**src/rtl/core/rfde_pkg.sv**
```systemverilog
package rfde_pkg;

  localparam int MaxWidth  = 256;
  localparam int MaxHeight = 256;
  localparam int StoreBytes = MaxWidth * MaxHeight * 3;
  localparam int AddrW = $clog2(StoreBytes);
  localparam int WordAddrW = $clog2(StoreBytes / 2 + 1);
  localparam int DimW = 9;
  localparam int QDepth = 4;

  localparam logic [2:0] OP_SET     = 3'd0;
  localparam logic [2:0] OP_GET     = 3'd1;
  localparam logic [2:0] OP_FILL    = 3'd2;
  localparam logic [2:0] OP_OUTLINE = 3'd3;
  localparam logic [2:0] OP_CLEAR   = 3'd4;

  localparam logic [1:0] REG_ROTATION = 2'd0;
  localparam logic [1:0] REG_MODE     = 2'd1;
  localparam logic [1:0] REG_WIDTH    = 2'd2;
  localparam logic [1:0] REG_HEIGHT   = 2'd3;

  localparam logic [2:0] MODE_RGB565LE = 3'd0;
  localparam logic [2:0] MODE_RGB565BE = 3'd1;
  localparam logic [2:0] MODE_BGR565LE = 3'd2;
  localparam logic [2:0] MODE_BGR565BE = 3'd3;
  localparam logic [2:0] MODE_RGB888   = 3'd4;
  localparam logic [2:0] MODE_BGR888   = 3'd5;

  typedef struct packed {
    logic [2:0]         op;
    logic signed [11:0] x_pos;
    logic signed [11:0] y_pos;
    logic signed [11:0] rect_width;
    logic signed [11:0] rect_height;
    logic [7:0]         red;
    logic [7:0]         green;
    logic [7:0]         blue;
  } cmd_t;

  typedef struct packed {
    logic [7:0] read_red;
    logic [7:0] read_green;
    logic [7:0] read_blue;
  } rsp_t;

  // One pixel operation for the back end.
  typedef struct packed {
    logic        is_get;
    logic        valid_pt;
    logic [7:0]  vx;
    logic [7:0]  vy;
    logic [7:0]  red;
    logic [7:0]  green;
    logic [7:0]  blue;
  } pix_t;

endpackage

```
**src/rtl/core/rfde_queue.sv**
```systemverilog
module rfde_queue import rfde_pkg::*; (
  input  logic clk,
  input  logic rst,
  input  logic push,
  input  pix_t din,
  output logic full,
  output logic empty,
  input  logic pop,
  output pix_t dout
);
  localparam int PtrW = $clog2(QDepth);
  pix_t mem [QDepth];
  logic [PtrW-1:0] wp, rp;
  logic [PtrW:0]   cnt;

  assign full  = (cnt >= (PtrW+1)'(QDepth - 1));
  assign empty = (cnt == '0);
  assign dout  = mem[rp];

  always_ff @(posedge clk) begin
    if (rst) begin
      wp <= '0; rp <= '0; cnt <= '0;
    end else begin
      if (push) wp <= wp + 1'b1;
      if (pop)  rp <= rp + 1'b1;
      cnt <= cnt + (PtrW+1)'(push) - (PtrW+1)'(pop);
    end
    if (push) mem[wp] <= din;
  end
endmodule

```
**config.mk**
```make
export PLATFORM = sky130hd
export DESIGN_NAME = rfde_queue
export DESIGN_NICKNAME = d
export VERILOG_FILES = /design/src/rtl/core/rfde_pkg.sv /design/src/rtl/core/rfde_queue.sv
export SDC_FILE = /design/constraint.sdc
export NUM_CORES = 1
export LEC_CHECK = 0
export BUFFER_PORTS_ARGS = -buffer_cell sky130_fd_sc_hd__buf_2
export CAP_MARGIN = 20
export CORE_MARGIN = 4
export CORE_UTILIZATION = 51
export CTS_BUF_LIST = sky130_fd_sc_hd__clkbuf_16
export CTS_CLUSTER_SIZE = 10
export DETAILED_ROUTE_END_ITERATION = 8
export HOLD_SLACK_MARGIN = 0.06
export PLACE_DENSITY = 0.84
export SLEW_MARGIN = 20
export SYNTH_ARGS = -nofsm -noshare
export SYNTH_HDL_FRONTEND = slang
export SYNTH_SLANG_ARGS = --single-unit
```
**constraint.sdc**
```tcl
create_clock -name clk -period 2.12 [get_ports clk]
set_input_delay 0.318 -clock clk [delete_from_list [all_inputs] [get_ports clk]]
set_output_delay 0.318 -clock clk [all_outputs]
set_load 0.01 [all_outputs]
```
==> out/summary.txt, run 1 <==
Effective utilization at floorplan -> 52.0%
Sequential share of the synthesized area -> 79.7%
Post-Route Setup TNS -> 0 ns
DR vias -> 2938
Slew of the pin with the lowest slew margin -> 0.633 ns
CP max FO -> 14
Worst min-delay path class -> in -> reg
Reg-to-Reg End -> cnt[2]
Initial antenna violation count -> 0
Share of layout cells above drive strength 1 -> 45.5%
CTS max path bufs -> 2
Kind of critical path -> reg -> out
RSZ-0062 raised after global routing -> true
Routed wire length -> 11500 um
Critical Path Sink Type -> output port
Core Area -> 0.0126 mm2
DIE AREA -> 0.0147 mm2
Final Cycle Share -> 96.6%
Clock root buffer -> clkbuf_16
Tmin final -> 2.05 ns
Post-route ant nets -> 0
Peak supply drop -> 0.587 mV
GRT overflow -> 0
Residual DRC -> 0
Arr. time, crit path -> 1.73 ns
CTS sink count -> 177
Setup slack, reg-to-reg -> 0.51 ns
Synth unique cells -> 22
Post-synthesis area per instance -> 24.7 um2
Final setup vio count -> 0
Syn. warnings -> 0
Final HPWL DP -> 7020 um
R2R depth -> 7
Final-report hold violation count -> 0
Clk_lat worst skew -> 0.42 ns
Max_cap viols -> 0
Final core occ -> 62.3%
Synthesized instance count -> 265
Fin. max-slew vios -> 0
Die extent in y -> 121 um
Layout fillers -> 917
Fin nets -> 429
Max Clock Skew -> 0.00463 ns
Power Total -> 7.93 mW
Min-delay src -> din[39]
Total track usage -> 16.7%
Num CTS Buffers -> 17
Drt pass-1 iters -> 4
Synth Flop Type -> edfxtp_1
Area grow syn2layout -> 19.9%
Relative slew slack -> 57.8%
Die width -> 121 um
Initial DRC Count -> 173
CP Launch Type -> flop
Port bufs -> 89
WHS Endpoint -> mem[1][39]
First-pass GRT wire length -> 17700 um
Worst endpoint required time -> 1.80 ns
P_leak -> 2.71 nW
GPL Wtd Cong -> 0.687
Antenna diode count -> 0
Reg2reg start -> cnt[0]
Row count -> 41
Worst Hold Depth -> 1
FMAX -> 488 MHz
Pin count of the biggest net entering global routing -> 43
Vias in the first global route -> 3310
Post-synth EDFFs -> 168
DR WL/cell -> 20.6 um
Vias per cell -> 5.26
Flip-flop and latch count after synthesis -> 177
Top Ports -> 90
Post-synth net total -> 319
Clock input transition at the sequential cells of the worst setup and hold paths -> 0.06 ns
Post-Syn Area -> 0.00656 mm2
Htree depth -> 4
TritonCTS clock tree -> done
Async S/R FF share, synth -> 0%
Status -> finished clean
Power Density -> 1010 mW/mm2
-- worst max path at each step --
stage	startpoint	to
finish	flop	dout[4]
global route	flop	dout[4]
CTS	flop	dout[41]
detailed placement	wp[0]	mem[2][20]
global placement	wp[0]	mem[2][27]
floorplan	wp[0]	mem[2][0]
-- flip-flops by register name (all words and copies together) (netlist names), named ones only --
register / cells
rp: 2
mem: 168
wp: 2
cnt: 3
-- cells in the final DEF (no fill, tap or decap), types with 3 or more instances in the layout --
cell type / netlist / layout
buf_12: 4 / 4
ha_1: 7 / 7
dfxtp_1: 9 / 7
inv_1: 7 / 9
buf_4: 0 / 6
xnor2_1: 3 / 3
bufinv_16: 0 / 3
edfxtp_1: 168 / 168
clkbuf_16: 0 / 18
nor2_1: 5 / 5
clkinvlp_4: 0 / 3
mux4_2: 40 / 42
and2_2: 0 / 3
clkinv_1: 0 / 3
buf_2: 4 / 89
-- repair_timing --
| item | 4_1_cts | 5_1_grt |
|---|---|---|
| endpoints found under the setup margin | 20 | 28 |
| hold endpoints to repair | 0 | 0 |
| resized for setup | 1 | 6 |
| gates cloned | 0 | 1 |
| setup buffers | 0 | 0 |
| hold buffers | 0 | 0 |
-- routing by layer --
layer	GRT usage (%)	vias up	wire length [um]
li1	-	1330	-
met3	5.64	17	733
met2	27.7	83	5870
met4	6.93	0	209
met5	0	-	0
met1	20.1	1508	4690
-- logic make-up (layout without fill, tap and decap cells) --
kind of cell               count (synthesis)  count (layout)  share of synthesized area (%)
adders and majority gates                  8               8                           1.64
AOI/OAI and AO/OA                          3               3                          0.305
buffers and inverters                     17             139                           2.16
xor gates and xnor gates                   3               3                          0.401
and+or+nand+nor                           14              14                           1.11
muxes                                     43              43                           14.7
DFF                                      177             177                           79.7
-- where the power goes --
part           internal (mW)  switching (mW)  total [mW]
Sequential              4.02          0.0668        4.08
Combinational          0.400           0.405       0.805
Clock                   1.82            1.22        3.04
Total                   6.24            1.69        7.93
-- critical path, cell delays in order, from the launching register on --
cell	delay, ns
dfxtp_4	0.42
buf_16	0.18
mux4_2	0.54
buf_2	0.16
-- cells in the mapped netlist, types with 2 or more instances --
master      n  share of area [%]
and2_1      4               0.38
buf_12      4                1.2
buf_2       4               0.31
dfxtp_1     9                2.7
edfxtp_1  168                 77
ha_1        7                1.3
inv_1       7               0.40
mux4_1      2               0.80
mux4_2     40                 14
nor2_1      5               0.29
nor2b_1     2               0.19
xnor2_1     3               0.40
-- area by class of cell --
type | instances | area [um2] | share of cell area (%)
Clock inverter | 14 | 150 | 1.91
Timing Repair Buffer | 101 | 623 | 7.93
Multi-Input combinational cell | 71 | 1190 | 15.1
Inverter | 7 | 26.3 | 0.334
Tap cell | 172 | 215 | 2.74
Sequential cell | 177 | 5230 | 66.6
Clock buffer | 17 | 425 | 5.41
-- stage by stage --
step / hold WS [ns] / instances / worst slack (ns) / area [um2]
detailed placement: 0.534 / 527 / 0.203 / 7240
global route: 0.0913 / 559 / 0.00126 / 7860
floorplan: 0.390 / 265 / 0.161 / 6560
global placement: 0.510 / 527 / 0.236 / 7240
CTS: 0.0860 / 558 / -0.0378 / 7820
finish: 0.107 / 559 / 0.0720 / 7860
No activity file was read; power rests on OpenSTA's default activity.
==> run 2: changes to the inputs <==
- CORE_UTILIZATION: 51 -> 30
- PLACE_DENSITY: 0.84 -> 0.58
==> run 2 against run 1 <==
  * Utilization shrank 24 points
  * Count of clock-buffer cells in the layout is the same
  * Cell count grew 20%
  * First-iteration DRC count shrank 41%
  * Critical path depth grew 1
  * Sequential share of layout area shrank 2.3 points
  * Hold slack gained 0.0081 ns
  * Via count grew 2.3%
  * Global-route usage shrank 6.2 points
  * Largest power group unchanged
  * Highest routed layer unchanged
==> out/summary.txt, run 2 (synthesis results as in run 1) <==
Initial antenna violation count -> 0
Core Area -> 0.0213 mm2
Clock input transition at the sequential cells of the worst setup and hold paths -> 0.06 ns
Max_cap viols -> 0
RSZ-0062 raised after global routing -> true
Initial DRC Count -> 102
WHS Endpoint -> mem[3][11]
Arr. time, crit path -> 1.75 ns
P_leak -> 2.78 nW
Row count -> 53
Setup slack, reg-to-reg -> 0.36 ns
Vias in the first global route -> 3368
Hold-fix buffers, CTS -> 0
Worst endpoint required time -> 1.80 ns
Die width -> 156 um
Layout fillers -> 1930
Share of layout cells above drive strength 1 -> 46.7%
Finished Layout Cells -> 669
Post-route ant nets -> 0
Tmin final -> 2.07 ns
Setup ws final -> 0.0517 ns
Die extent in y -> 156 um
FMAX -> 483 MHz
Final-report hold violation count -> 0
Largest regs -> mem x168, cnt x3
Worst stage delay on the critical path -> 0.51 ns
Routed wire length -> 12700 um
DIE AREA -> 0.0243 mm2
Final HPWL DP -> 7430 um
CTS sink count -> 177
Fin nets -> 435
TritonCTS clock tree -> done
Final Cycle Share -> 97.6%
Relative slew slack -> 54.3%
Antenna diode count -> 0
Htree depth -> 4
Slowest CP cell -> mux4_2
Residual DRC -> 0
CP max FO -> 4
GRT overflow -> 0
Pin count of the biggest net entering global routing -> 43
Critical Path Sink Type -> output port
Reg-to-Reg End -> mem[2][0]
Effective utilization at floorplan -> 30.8%
Kind of critical path -> reg -> out
Fin. max-slew vios -> 0
Slew of the pin with the lowest slew margin -> 0.686 ns
Top Ports -> 90
Pre-CTS setup slack -> 0.332 ns
Max Clock Skew -> 0.00548 ns
Dpl cells -> 628
CP Launch Type -> flop
Final core occ -> 38.2%
Port bufs -> 89
Status -> finished clean
Reg2reg start -> wp[0]
R2R depth -> 4
Clock root buffer -> clkbuf_16
Commonest non-fill, non-tap cell in the layout -> edfxtp_1
Num CTS Buffers -> 17
Crit path cell chain -> buf_12 > clkbuf_16 > mux4_2 > buf_2
Most frequent cells in the layout -> 168 x edfxtp_1, 84 x buf_2, 42 x mux4_2, 21 x clkbuf_16, 9 x inv_1
Worst Hold Depth -> 1
DR vias -> 3007
Largest register FFs -> 168
DR WL/cell -> 19.0 um
Clk_lat worst skew -> 0.41 ns
First-pass GRT wire length -> 18900 um
Area grow syn2layout -> 24.2%
Worst min-delay path class -> in -> reg
Drt pass-1 iters -> 4
Largest register by flop count -> mem
GPL Wtd Cong -> 0.645
CTS max path bufs -> 2
Vias per cell -> 4.49
Total track usage -> 10.5%
Peak supply drop -> 0.447 mV
Min-delay src -> din[11]
Final setup vio count -> 0
Power Density -> 981 mW/mm2
-- run 2: cell count changes in the layout (fill, tap and decap cells not counted), sizes merged --
cell	change
clkinvlp	-1
buf	+3
clkbuf	+3
inv	+3
bufinv	-1
-- run 2: worst max path at each step --
stage | start | endpoint | slack (ns) | cells past startpoint
3_3_place_gp | wp[0] | mem[2][39] | 0.35 | 4
5_1_grt | flop | dout[2] | -0.02 | 4
2_1_floorplan | wp[0] | mem[2][0] | 0.16 | 3
4_1_cts | flop | dout[38] | 0.001 | 3
3_5_place_dp | wp[0] | mem[2][0] | 0.33 | 4
6_report | flop | dout[20] | 0.05 | 4
-- run 2: report_power, final --
part	total, mW	leakage [nW]	switching [mW]	internal, mW
sequential	4.07	1.62	0.0513	4.02
clock	3.01	0.281	1.28	1.73
combinational	0.907	0.875	0.449	0.458
-- run 2: per-stage QoR --
step | setup TNS [ns] | total power, mW | cell area (um2) | hold WS [ns]
after global routing | -0.123 | 8.34 | 8140 | 0.0848
after detailed placement | 0 | 4.97 | 7370 | 0.520
after CTS | 0 | 8.02 | 7940 | 0.0849
final | 0 | 7.98 | 8140 | 0.116
after global placement | 0 | 4.95 | 7370 | 0.511
after floorplan | 0 | 4.64 | 6560 | 0.390
-- run 2: what timing repair did --
item	CTS	global route
setup endpoints to repair	0	19
hold endpoints to repair	0	0
setup buffers	0	3
resized for setup	0	10
-- run 2: critical path: cells and delay by family (launching register included) --
family	cells	cell delay, ns
muxes	1	0.51
DFF	1	0.38
buffers and inverters	3	0.44
-- run 2: area by class of cell --
class	instances	area, um2	share of cell area (%)
flip-flops and latches	177	5230	64.2
multi-input cells	71	1190	14.6
repair buffers	107	785	9.64
clock buffers	17	425	5.23
well taps	275	344	4.23
clock inverters	15	144	1.77
inverters	7	26.3	0.323
-- run 2: routing by layer --
layer	vias up	global-route usage (%)	part of all wire, %
met5	-	0	0
met3	6	3.88	4.8
met1	1598	13.5	46
li1	1333	-	-
met4	0	3.25	0.71
met2	70	16.5	48
