$ cat config.mk
export PLATFORM = sky130hd
export DESIGN_NAME = rfde_front
export DESIGN_NICKNAME = d
export VERILOG_FILES = /design/src/rtl/core/rfde_pkg.sv /design/src/rtl/core/rfde_front.sv
export SDC_FILE = /design/constraint.sdc
export NUM_CORES = 1
export LEC_CHECK = 0
export ABC_AREA = 1
export BUFFER_PORTS_ARGS = -buffer_cell sky130_fd_sc_hd__buf_2
export CAP_MARGIN = 30
export CORE_UTILIZATION = 60
export CTS_BUF_LIST = sky130_fd_sc_hd__clkbuf_16
export CTS_CLUSTER_SIZE = 20
export DETAILED_ROUTE_END_ITERATION = 7
export HOLD_SLACK_MARGIN = 0.15
export PLACE_DENSITY = 0.81
export SYNTH_ARGS = -nofsm -noshare
export SYNTH_HDL_FRONTEND = slang
export SYNTH_SLANG_ARGS = --single-unit
$ cat constraint.sdc
create_clock -name clk -period 12.5 [get_ports clk]
set_clock_uncertainty 0.1 [all_clocks]
set_input_delay 0.625 -clock clk [delete_from_list [all_inputs] [get_ports clk]]
set_output_delay 0.625 -clock clk [all_outputs]
set_load 0.01 [all_outputs]
$ cat src/rtl/core/rfde_pkg.sv
package rfde_pkg;

  localparam int MaxWidth  = 256;
  localparam int MaxHeight = 256;
  localparam int StoreBytes = MaxWidth * MaxHeight * 3;
  localparam int AddrW = $clog2(StoreBytes);
  localparam int WordAddrW = $clog2(StoreBytes / 2 + 1);
  localparam int DimW = 9;
  localparam int QDepth = 4;

  localparam logic [2:0] OP_SET     = 3'd0;
  localparam logic [2:0] OP_GET     = 3'd1;
  localparam logic [2:0] OP_FILL    = 3'd2;
  localparam logic [2:0] OP_OUTLINE = 3'd3;
  localparam logic [2:0] OP_CLEAR   = 3'd4;

  localparam logic [1:0] REG_ROTATION = 2'd0;
  localparam logic [1:0] REG_MODE     = 2'd1;
  localparam logic [1:0] REG_WIDTH    = 2'd2;
  localparam logic [1:0] REG_HEIGHT   = 2'd3;

  localparam logic [2:0] MODE_RGB565LE = 3'd0;
  localparam logic [2:0] MODE_RGB565BE = 3'd1;
  localparam logic [2:0] MODE_BGR565LE = 3'd2;
  localparam logic [2:0] MODE_BGR565BE = 3'd3;
  localparam logic [2:0] MODE_RGB888   = 3'd4;
  localparam logic [2:0] MODE_BGR888   = 3'd5;

  typedef struct packed {
    logic [2:0]         op;
    logic signed [11:0] x_pos;
    logic signed [11:0] y_pos;
    logic signed [11:0] rect_width;
    logic signed [11:0] rect_height;
    logic [7:0]         red;
    logic [7:0]         green;
    logic [7:0]         blue;
  } cmd_t;

  typedef struct packed {
    logic [7:0] read_red;
    logic [7:0] read_green;
    logic [7:0] read_blue;
  } rsp_t;

  // One pixel operation for the back end.
  typedef struct packed {
    logic        is_get;
    logic        valid_pt;
    logic [7:0]  vx;
    logic [7:0]  vy;
    logic [7:0]  red;
    logic [7:0]  green;
    logic [7:0]  blue;
  } pix_t;

endpackage

$ cat src/rtl/core/rfde_front.sv
module rfde_front import rfde_pkg::*; (
  input  logic       clk,
  input  logic       rst,
  input  logic       start,
  input  cmd_t       cmd,
  output logic       busy,
  input  logic [DimW-1:0] view_w,
  input  logic [DimW-1:0] view_h,
  input  logic       q_full,
  output logic       q_push,
  output pix_t       q_data
);
  // Walk generator: spans are clipped and stepped one pixel a cycle if !q_full.
  localparam logic [1:0] ST_IDLE = 2'd0;
  localparam logic [1:0] ST_RECT = 2'd1;
  localparam logic [1:0] ST_COLS = 2'd2;
  localparam logic [1:0] ST_ROWS = 2'd3;

  logic [1:0] state;
  logic [1:0] state_next;
  cmd_t       c;
  logic signed [13:0] ix, iy, x_end, y_end, y_beg;
  logic signed [13:0] ex, ey;
  logic       second;
  logic signed [13:0] sx, sy, sw, sh, vw, vh;

  assign sx = 14'(cmd.x_pos);
  assign sy = 14'(cmd.y_pos);
  assign sw = 14'(cmd.rect_width);
  assign sh = 14'(cmd.rect_height);
  assign vw = 14'(view_w);
  assign vh = 14'(view_h);

  function automatic logic signed [13:0] smax(logic signed [13:0] a, logic signed [13:0] b);
    return (a > b) ? a : b;
  endfunction
  function automatic logic signed [13:0] smin(logic signed [13:0] a, logic signed [13:0] b);
    return (a < b) ? a : b;
  endfunction

  function automatic logic in_v(logic signed [13:0] a, logic signed [13:0] b,
                                logic signed [13:0] w, logic signed [13:0] h);
    return (a >= 0) && (b >= 0) && (a < w) && (b < h);
  endfunction

  logic accept;
  assign busy = (state != ST_IDLE) || q_full;
  assign accept = start && !busy;

  logic signed [13:0] px, py;
  always_comb begin
    q_push = 1'b0;
    px = ix;
    py = iy;
    if (accept && (cmd.op == OP_SET || cmd.op == OP_GET)) begin
      q_push = 1'b1;
      px = sx;
      py = sy;
    end else if (!q_full) begin
      case (state)
        ST_RECT: begin
          q_push = 1'b1;
        end
        ST_COLS: begin
          q_push = 1'b1;
          px = second ? ex : 14'(c.x_pos);
        end
        ST_ROWS: begin
          q_push = 1'b1;
          py = second ? ey : 14'(c.y_pos);
        end
        default: q_push = 1'b0;
      endcase
    end
    q_data.is_get   = accept && (cmd.op == OP_GET);
    q_data.valid_pt = in_v(px, py, vw, vh);
    q_data.vx       = px[7:0];
    q_data.vy       = py[7:0];
    q_data.red      = (state == ST_IDLE) ? cmd.red : c.red;
    q_data.green    = (state == ST_IDLE) ? cmd.green : c.green;
    q_data.blue     = (state == ST_IDLE) ? cmd.blue : c.blue;
  end

  always_comb begin
    state_next = state;
    if (state == ST_IDLE && accept) begin
      if (cmd.op == OP_FILL) begin
        if (smax(sx, 0) < smin(sx + sw, vw) && smax(sy, 0) < smin(sy + sh, vh))
          state_next = ST_RECT;
      end else if (cmd.op == OP_CLEAR) begin
        if (vw > 0 && vh > 0) state_next = ST_RECT;
      end else if (cmd.op == OP_OUTLINE) begin
        if (smax(sy, 0) < smin(sy + sh, vh)) state_next = ST_COLS;
        else if (smax(sx + 1, 0) < smin(sx + sw - 1, vw)) state_next = ST_ROWS;
      end
    end else if (!q_full) begin
      case (state)
        ST_RECT: if (iy + 1 >= y_end && ix + 1 >= x_end) state_next = ST_IDLE;
        ST_COLS: if (second && iy + 1 >= y_end) begin
          if (smax(14'(c.x_pos) + 1, 0) < smin(ex, vw)) state_next = ST_ROWS;
          else state_next = ST_IDLE;
        end
        ST_ROWS: if (second && ix + 1 >= x_end) state_next = ST_IDLE;
        default: state_next = state;
      endcase
    end
  end

  always_ff @(posedge clk) begin
    if (rst) begin
      state <= ST_IDLE;
    end else begin
      state <= state_next;
    end
    if (state == ST_IDLE && accept) begin
      c <= cmd;
      second <= 1'b0;
      ex <= sx + sw - 14'sd1;
      ey <= sy + sh - 14'sd1;
      if (cmd.op == OP_CLEAR) begin
        ix <= '0; iy <= '0; x_end <= vw; y_end <= vh; y_beg <= '0;
      end else if (cmd.op == OP_FILL) begin
        ix <= smax(sx, 0); iy <= smax(sy, 0);
        x_end <= smin(sx + sw, vw); y_end <= smin(sy + sh, vh);
        y_beg <= smax(sy, 0);
      end else begin
        iy <= smax(sy, 0); y_end <= smin(sy + sh, vh);
        ix <= smax(sx + 1, 0); x_end <= smin(sx + sw - 1, vw);
        y_beg <= smax(sy, 0);
      end
    end else if (!q_full) begin
      case (state)
        ST_RECT: begin
          if (iy + 1 >= y_end) begin
            iy <= y_beg;
            ix <= ix + 14'sd1;
          end else begin
            iy <= iy + 14'sd1;
          end
        end
        ST_COLS: begin
          second <= !second;
          if (second) iy <= iy + 14'sd1;
        end
        ST_ROWS: begin
          second <= !second;
          if (second) ix <= ix + 14'sd1;
        end
        default: second <= second;
      endcase
    end
  end
endmodule

==> results of run 1 <==
-- kinds of logic (layout without fill, tap and decap cells) --
| logic type | Yosys count | count (layout) | synth area share |
|---|---|---|---|
| AO/OA/AOI/OAI | 373 | 373 | 0.155 |
| XOR/XNOR | 64 | 64 | 0.0426 |
| adder cells (fa/ha/maj) | 191 | 191 | 0.174 |
| buffers and inverters | 330 | 480 | 0.0899 |
| flip-flops | 146 | 146 | 0.314 |
| other | 1 | 7 | 0.000270 |
| AND/OR/NAND/NOR | 731 | 731 | 0.225 |
-- cell type report --
type	instances	area (um2)
clock buffers	17	425
clock inverters	15	124
fillers	1907	7140
inverters	295	1110
multi-input cells	1366	8320
flip-flops and latches	146	4350
repair buffers	153	818
well taps	285	357
-- through the flow --
stage | utilization | setup slack (ps) | total power, mW
after floorplan | - | 7140 | 1.60
after global placement | 0.659 | 6710 | 1.95
after detailed placement | 0.659 | 6480 | 1.99
after CTS | 0.684 | 6580 | 2.49
after global routing | 0.685 | 6130 | 2.70
final | 0.685 | 6470 | 2.53
-- state kept, by name, summed over array words and instances (netlist names) --
register	cells
c	48
ex	14
ey	14
ix	14
iy	14
second	1
state	2
x_end	14
y_beg	12
y_end	13
-- synth_stat cells, types with 3 or more instances --
master      n
a22oi_1    18
nor4_1      7
inv_1     275
nor2_1    154
xor2_2      4
o21ai_2     5
o21ai_1    13
a211oi_1    7
nand2_2     6
a21o_1      4
nor3_1     27
clkbuf_1   30
clkinv_1    4
xnor2_1    11
nand3_2     4
nor2_4      6
nand4_1    22
a21oi_1   133
ha_1      188
o211ai_1    8
nor2_2      4
o21ai_0   128
o221ai_1   11
nand3_1    67
nor3_2      4
o21bai_1   13
fa_1        3
edfxtp_1  143
o21a_1      7
a31oi_1     3
nand2_1   419
dfxtp_1     3
o22ai_1     7
inv_2      15
xor2_1     49
-- where the power goes --
group	leakage, nW	switching (mW)	total, mW	internal (mW)
logic	5.97	0.856	1.29	0.431
registers	1.36	0.0559	0.739	0.683
clock network	0.260	0.240	0.500	0.260
total	7.59	1.15	2.53	1.37
-- final timing paths --
kind / from / to / cells past startpoint
max: state[0]$_SDFFE_PP0P_ / q_data[40] / 19
min: cmd[11] / c[11]$_DFFE_PP_ / 1
max reg2reg: ex[3]$_DFFE_PP_ / state[1]$_SDFFE_PP0P_ / 19
min reg2reg: y_beg[3]$_DFFE_PP_ / iy[3]$_DFFE_PP_ / 2
-- layer usage --
metal / wire, um / vias up / GRT usage
met5: 13 / - / 0
met4: 1230 / 2 / 0.126
met3: 4710 / 115 / 0.0820
met2: 17900 / 742 / 0.549
met1: 18400 / 6153 / 0.507
li1: - / 6469 / -
==> results.md, run 1 <==
* Power density over the cells at 163 nW/um2
* Synthesized flop and latch total at 146
* RSZ-0062 raised after global routing: no
* Via count at 13481
* Worst vdd ir at 0.126 mV
* Synth top area cells: edfxtp_1, ha_1, nand2_1
* Post-synth top area share at 0.309
* # nets final at 2267
* Slew @ Worst Pin at 848 ps
* Fin. max-slew vios at 0
* Final instance area at 15500 um2
* Post-DR wirelength/cell at 18.5 um
* Final period util at 0.482
* CP dominant cell by count: a21oi_1
* Min Hold Slack at 279 ps
* Lkg Pwr at 7.59 nW
* Most common cell after layout, fill and taps aside: nand2_1
* Ys Warns at 0
* Clock-pin transition on the worst setup and hold timing paths at 70 ps
* Min cycle time layout at 6030 ps
* Cell row count at 55
* IO Pins at 141
* CP peak stage delay at 720 ps
* Vias per inst at 5.92
* GPL Wtd Cong at 1.04
* CTS tree: yes
* Total track usage at 0.362
* DRT Wirelength at 42200 um
* Post-Layout Cell Count at 2277
* N_diodes at 0
* # hold bufs at CTS at 0
* CP bufs+invs at 5
* Max-cap violations at 0
* Slowest CP cell: ha_1
* Fraction of layout cells with a size suffix above 1 at 0.123
* Top FF cell, synth: edfxtp_1
* GRT Residual Overflow at 0
* TNS Setup at 0 ps
* H-tree Lvls at 4
* Pre-Repair DR Iteration Count at 8
* Area Overhead vs Synth at 11.7%
* Dpl cells at 2244
* Clock sinks at 146
* Post-CTS setup buffer count at 0
* Req. time, crit path at 11770 ps
* Core area at 22600 um2
* Fmax at 166 MHz
* CP Cell Sequence: inv_1 > ha_1 > inv_2 > nor2_2 > nand4_1 > clkinv_1 > buf_4 > a21oi_1 > a22oi_1 > ha_1 > a21oi_1 > o21ai_0 > a21oi_1 > nor2_1 > o21a_1 > o21ai_1 > nand3_1 > nor2_1 > buf_2
* Crit path arrival time at 5300 ps
* Most frequent cells in the layout: nand2_1, inv_1, ha_1
* Starting Density at 0.613
* Starting DRT DRC Count at 1538
* Post-DRT Antenna Nets at 0
* CTS root buf: clkbuf_16
* Number of global-route vias before repair at 12554
* DIE HEIGHT at 154 um
* Die X at 154 um
* Clk buf depth at 2
* Num CTS Buffers at 17
* Pin count of the biggest net entering global routing at 80
* Slew Limit Headroom at 0.434
* Initial antenna violation count at 1
* Synthesized cell area at 13900 um2
* Placed Area at 14900 um2
* Status: finished, final reports clean
* Kind of critical path: reg2out
* First-pass GRT wire length at 66200 um
* CP endpoint kind: output port
* R2R Setup Slk at 7970 ps
* Post-Synthesis Cells at 1836
* Post-synth top area cell: edfxtp_1
* Final setup fails at 0
* Full die area at 23700 um2
* HPWL after DPL at 32800 um
* CP delay by family, top: compound AO/OA/AOI/OAI gates
* Worst skew pair latency at 440 ps
* PostCTS Resize Cnt at 0
* Number of flops mapped to enable cells by yosys at 143
* Max Fanout on Critical Path at 34
* Critical Path Source Type: flop
* Buffers on Ports at 140
* Count of final hold-check violations at 0
* Number of remaining DRC errors at 0
* Mean Syn Cell Area at 7.56 um2
* Seq/Total Area, Yosys at 0.314
* Synth cell types at 61
* Hold Crit Class: in2reg
* Ys async rst share at 0
(Power assumes the default switching activity.)
==> run 2, diff against run 1 <==
- CORE_UTILIZATION: 60 -> 55
- PLACE_DENSITY: 0.81 -> 0.78
- clock period: 12.5 -> 5.4 ns (I/O delays scaled with it)
==> run 2 against run 1 <==
Flip-flop and latch count stayed put. Largest cell class unchanged. Register-to-register slack worse by 7100 ps. Largest power group unchanged. Via count is 3.1% higher. Routed wire length is 11% higher. Combinational power is 150% higher. Sequential share of layout area is 1.8 points lower. Die area is 9.0% higher. Global-route usage is 0.082 points lower.
==> results.md, run 2 (synthesized netlist as in run 1, its figures left out) <==
* Lkg Pwr at 8.03 nW (+5.8%)
* Num CTS Buffers at 17 (unchanged)
* Core area at 24500 um2 (+8.4%)
* Slowest CP cell: dlygate4sd3_1
* HPWL after DPL at 35300 um (+7.5%)
* Slew Limit Headroom at 0.502 (+0.0676)
* Area Overhead vs Synth at 19.4%
* N_diodes at 0 (unchanged)
* Vias per inst at 5.77 (-2.6%)
* Worst Setup SP: cmd[63]
* CP dominant cell by count: nand2_1
* Full die area at 25900 um2 (+9.0%)
* DIE HEIGHT at 161 um (+4.4%)
* Total track usage at 0.361 (-0.000819)
* Req. time, crit path at 5640 ps (-6130 ps)
* CP bufs+invs at 5 (unchanged)
* Starting Density at 0.566 (-0.0473)
* IO Pins at 141 (unchanged)
* Crit path arrival time at 5340 ps (+40 ps)
* Cell row count at 57 (+3.6%)
* Die X at 161 um (+4.4%)
* Via count at 13897 (+3.1%)
* Final setup fails at 0 (unchanged)
* Clk buf depth at 2 (unchanged)
* Pin count of the biggest net entering global routing at 140 (+75%)
* Fraction of layout cells with a size suffix above 1 at 0.145 (+0.0213)
* GPL Wtd Cong at 1.00 (-3.3%)
* CTS tree: yes
* Most frequent cells in the layout: nand2_1, inv_1, ha_1
* Instance count on the critical path at 30 (+11)
* Max-cap violations at 0 (unchanged)
* Post-DRT Antenna Nets at 0 (unchanged)
* Buffers on Ports at 140 (unchanged)
* Power density over the cells at 366 nW/um2 (+120%)
* Largest Register: c
* Layout fillers at 2033 (+6.6%)
* DRT Wirelength at 46700 um (+11%)
* Final period util at 0.946
* Most common cell after layout, fill and taps aside: nand2_1
* CP delay by family, top: adder cells
* Hold Crit Class: in2reg
* Slew @ Worst Pin at 747 ps (-101 ps)
* Hold wc startpoint: view_h[0]
* Worst vdd ir at 0.246 mV (+96%)
* Pre-Repair DR Iteration Count at 6 (-2)
* CP peak stage delay at 520 ps (-200 ps)
* Worst hold path depth at 5 (+4)
* GRT Residual Overflow at 0 (unchanged)
* Total power at 6.06 mW (+140%)
* Min Hold Slack at 246 ps (-33.4 ps)
* Initial antenna violation count at 1 (unchanged)
* # nets final at 2362 (+4.2%)
* Largest register FFs at 48 (unchanged)
* Post-DR wirelength/cell at 19.4 um (+4.6%)
* R2r worst-path depth at 19 (unchanged)
* Clock-pin transition on the worst setup and hold timing paths at 70 ps (about the same)
* Starting DRT DRC Count at 1465 (-4.7%)
* Fmax at 196 MHz
* Number of remaining DRC errors at 0 (unchanged)
* Count of final hold-check violations at 0 (unchanged)
* H-tree Lvls at 4 (unchanged)
* First-pass GRT wire length at 71000 um (+7.2%)
* Worst skew pair latency at 440 ps (about the same)
* CP endpoint kind: flop
* Number of global-route vias before repair at 13056 (+4.0%)
* TNS Setup at 0 ps (unchanged)
* Clock sinks at 146 (unchanged)
* Status: finished, final reports clean
* Fin. max-slew vios at 0 (unchanged)
* Min cycle time layout at 5110 ps
* Critical R2R Launch: ex[5]$_DFFE_PP_
* Critical Path Source Type: input pin
* CTS root buf: clkbuf_16
* Kind of critical path: in2reg
* Max Fanout on Critical Path at 18 (-47%)
-- run 2: changes by cell type in the layout (fill, tap and decap cells not counted), sizes merged --
cell         previous run  this run
bufinv                  0         1
inv                   300       295
buf                   153       185
clkinvlp                5         3
clkinv                  5        11
dlygate4sd3             0        62
-- run 2: cell type report --
cell class / instances / area, um2 / area share
clock buffer: 17 / 425 / 0.0257
tap: 324 / 405 / 0.0245
multi-input combinational: 1366 / 8450 / 0.510
sequential: 146 / 4350 / 0.263
timing repair buffer: 247 / 1680 / 0.102
timing repair inverter: 1 / 7.51 / 0.000453
clock inverter: 14 / 131 / 0.00793
inverter: 295 / 1110 / 0.0672
-- run 2: worst reg2reg max path: stages, from the launching register on --
cell	delay [ps]
edfxtp_1	520
ha_1	370
nand2_1	80
nor2_1	50
a2111oi_1	380
buf_4	240
o21ai_0	100
ha_1	710
o21ai_0	440
ha_1	310
a21oi_1	160
nor2_1	60
a211oi_1	160
nand2_1	110
nand2_1	90
nand3_1	140
nand3_1	220
nand3_1	110
nand2_1	70
inv_1	30
-- run 2: per-layer routing --
metal  routed length, um  vias to the layer above  track usage
met5                   0                        -            0
met4                1640                        0        0.136
met3                5410                      101       0.0777
met2               19800                      783        0.538
met1               19900                     6362        0.512
li1                    -                     6651            -
-- run 2: repair_timing --
| item | 4_1_cts | 5_1_grt |
|---|---|---|
| buffers inserted | 0 | 2 |
| resized for setup | 0 | 39 |
| hold buffers | 62 | 0 |
| endpoints found under the setup margin | 0 | 2 |
| endpoints found under the hold margin | 63 | 0 |
-- run 2: path summary, 6_finish.rpt --
kind                           end  slack (ps)
min reg2reg        iy[8]$_DFFE_PP_         470
max          state[1]$_SDFFE_PP0P_         290
max reg2reg  state[1]$_SDFFE_PP0P_         850
min             y_end[0]$_DFFE_PP_         250
-- run 2: stage by stage --
| step | cells | worst slack (ps) | utilization | cell area (um2) |
|---|---|---|---|---|
| global placement | 2314 | 195 | 0.621 | 15200 |
| floorplan | 1842 | 124 | - | 13900 |
| detailed placement | 2314 | -14.5 | 0.621 | 15200 |
| CTS | 2407 | 21.9 | 0.669 | 16400 |
| global route | 2410 | -7.27 | 0.676 | 16600 |
| finish | 2410 | 293 | 0.676 | 16600 |
-- run 2: power by group --
part	leakage, nW	internal [mW]	switching (mW)
combinational	6.39	1.10	2.07
clock	0.275	0.638	0.542
sequential	1.36	1.58	0.134
total	8.03	3.32	2.74
==> run 3, diff against run 2 <==
- HOLD_SLACK_MARGIN: 0.15 -> 0.06
- PLACE_DENSITY: 0.78 -> 0.88
- REMOVE_ABC_BUFFERS: unset -> 1
==> run 3 against run 2 <==
Register-to-register slack gained 70 ps. Combinational power down 3%. Clock power fell by 4%. Hold slack worse by 170 ps. Largest cell class unchanged. Highest routed layer unchanged.
==> results.md, run 3 (synthesized netlist as in run 1, its figures left out) <==
* Slew @ Worst Pin at 895 ps (+148 ps)
* Most frequent cells in the layout: nand2_1, inv_1, ha_1
* Status: finished, final reports clean
* Final period util at 0.944 (-0.00152)
* Critical Path Source Type: input pin
* Count of final hold-check violations at 0 (unchanged)
* DRT Wirelength at 44200 um (-5.4%)
* Pin count of the biggest net entering global routing at 140 (unchanged)
* Clk buf depth at 2 (unchanged)
* Crit path arrival time at 5330 ps (about the same)
* IO Pins at 141 (unchanged)
* Max Fanout on Critical Path at 7 (-11)
* # nets final at 2343 (-0.80%)
* Number of remaining DRC errors at 0 (unchanged)
* Cell row count at 57 (unchanged)
* Largest Register: c
* Hold Crit Class: in2reg
* TNS Setup at 0 ps (unchanged)
* CP endpoint kind: flop
* Full die area at 25900 um2 (unchanged)
* Area Overhead vs Synth at 17.7%
* Kind of critical path: in2reg
* Fin. max-slew vios at 0 (unchanged)
* Min cycle time layout at 5100 ps (-8.22 ps)
* Num CTS Buffers at 17 (unchanged)
* Dpl cells at 2316 (+0.086%)
* Core area at 24500 um2 (unchanged)
* CP peak stage delay at 530 ps (about the same)
* Min Hold Slack at 76.1 ps (-170 ps)
* H-tree Lvls at 4 (unchanged)
* GRT Residual Overflow at 0 (unchanged)
* Most common cell after layout, fill and taps aside: nand2_1
* Die X at 161 um (unchanged)
* Max-cap violations at 0 (unchanged)
* CP dominant cell by count: nand2_1
* Worst Slack Setup Final at 301 ps (+8.22 ps)
* Final setup fails at 0 (unchanged)
* DIE HEIGHT at 161 um (unchanged)
* GPL Wtd Cong at 1.02 (+2.2%)
* Via count at 13808 (-0.64%)
* Starting DRT DRC Count at 1417 (-3.3%)
* CTS root buf: clkbuf_16
* Lkg Pwr at 7.93 nW (-1.2%)
* Layout fillers at 2062 (+1.4%)
* Fmax at 196 MHz (+0.16%)
* Pre-Repair DR Iteration Count at 8 (+2)
* Post-DRT Antenna Nets at 0 (unchanged)
* Starting Density at 0.566 (unchanged)
* Number of global-route vias before repair at 13198 (+1.1%)
* Total power at 5.93 mW (-2.2%)
* Post-Place Worst Slack at -74.3 ps (-59.8 ps)
* Initial antenna violation count at 1 (unchanged)
* Fraction of layout cells with a size suffix above 1 at 0.143 (-0.00157)
* Req. time, crit path at 5630 ps (about the same)
* Worst skew pair latency at 440 ps (about the same)
* Vias per inst at 5.77 (+0.15%)
* Worst vdd ir at 0.241 mV (-2.4%)
* Clock-pin transition on the worst setup and hold timing paths at 80 ps (about the same)
* Largest register FFs at 48 (unchanged)
* Buffers on Ports at 140 (unchanged)
* Post-DR wirelength/cell at 18.5 um (-4.6%)
* HPWL after DPL at 34500 um (-2.3%)
* N_diodes at 0 (unchanged)
* Slew Limit Headroom at 0.403 (-0.0986)
* First-pass GRT wire length at 69000 um (-2.8%)
* Power density over the cells at 363 nW/um2 (-0.81%)
* Slowest CP cell: dlygate4sd3_1
* Total track usage at 0.342 (-0.0187)
* Post-Layout Cell Count at 2391 (-0.79%)
* R2R Setup Slk at 920 ps (+70 ps)
* Clock sinks at 146 (unchanged)
* CTS tree: yes
[run 3: changes by cell type in the layout (fill, tap and decap cells not counted), moves of 2 or more]
| cell | previous run | this run |
|---|---|---|
| dlygate4sd3_1 | 62 | 43 |
| o21ai_0 | 119 | 122 |
| inv_8 | 1 | 3 |
| o21ai_2 | 9 | 5 |
| ha_1 | 183 | 181 |
| buf_4 | 43 | 45 |
[run 3: layout make-up]
| cell class | instances | area, um2 | area share |
|---|---|---|---|
| Clock inverter | 14 | 123 | 0.00750 |
| Inverter | 295 | 1110 | 0.0682 |
| Tap cell | 324 | 405 | 0.0248 |
| Timing Repair Buffer | 228 | 1480 | 0.0908 |
| Timing Repair inverter | 1 | 7.51 | 0.000459 |
| Clock buffer | 17 | 425 | 0.0260 |
| Sequential cell | 146 | 4350 | 0.266 |
| Multi-Input combinational cell | 1366 | 8430 | 0.516 |
[run 3: metal layers]
layer,share of wire,global-route usage,wire [um]
met1,0.43,0.464,18800
met5,0,0,0
met3,0.099,0.0581,4380
met4,0.028,0.114,1240
met2,0.45,0.553,19700
[run 3: worst paths after layout]
check                                   startpoint               endpoint  cells past startpoint
worst min register to register  y_beg[4]$_DFFE_PP_        iy[4]$_DFFE_PP_                      2
worst max register to register     iy[0]$_DFFE_PP_       iy[10]$_DFFE_PP_                     20
worst min-delay path                     view_h[7]     y_end[7]$_DFFE_PP_                      3
worst max-delay path                       cmd[50]  state[0]$_SDFFE_PP0P_                     36
[run 3: what timing repair did]
action / CTS / global route
hold buffers: 43 / 0
resized for setup: 0 / 30
endpoints found under the setup margin: 0 / 2
hold endpoints to repair: 44 / 0
buffers inserted: 0 / 0
[run 3: through the flow]
step	cell area, um2	util
5_1_grt	16300	0.666
3_3_place_gp	15200	0.621
2_1_floorplan	13800	-
3_5_place_dp	15200	0.621
6_report	16300	0.666
4_1_cts	16200	0.661
[run 3: critical path, delay by kind of cell]
kind	cells	cell delay, ps
simple gates	16	1550
fa+ha+maj	4	1200
compound gates	11	1330
buf+inv	5	940
[run 3: where the power goes]
| group | switching [mW] | internal (mW) |
|---|---|---|
| clock network | 0.532 | 0.601 |
| logic | 2.00 | 1.08 |
| registers | 0.140 | 1.58 |
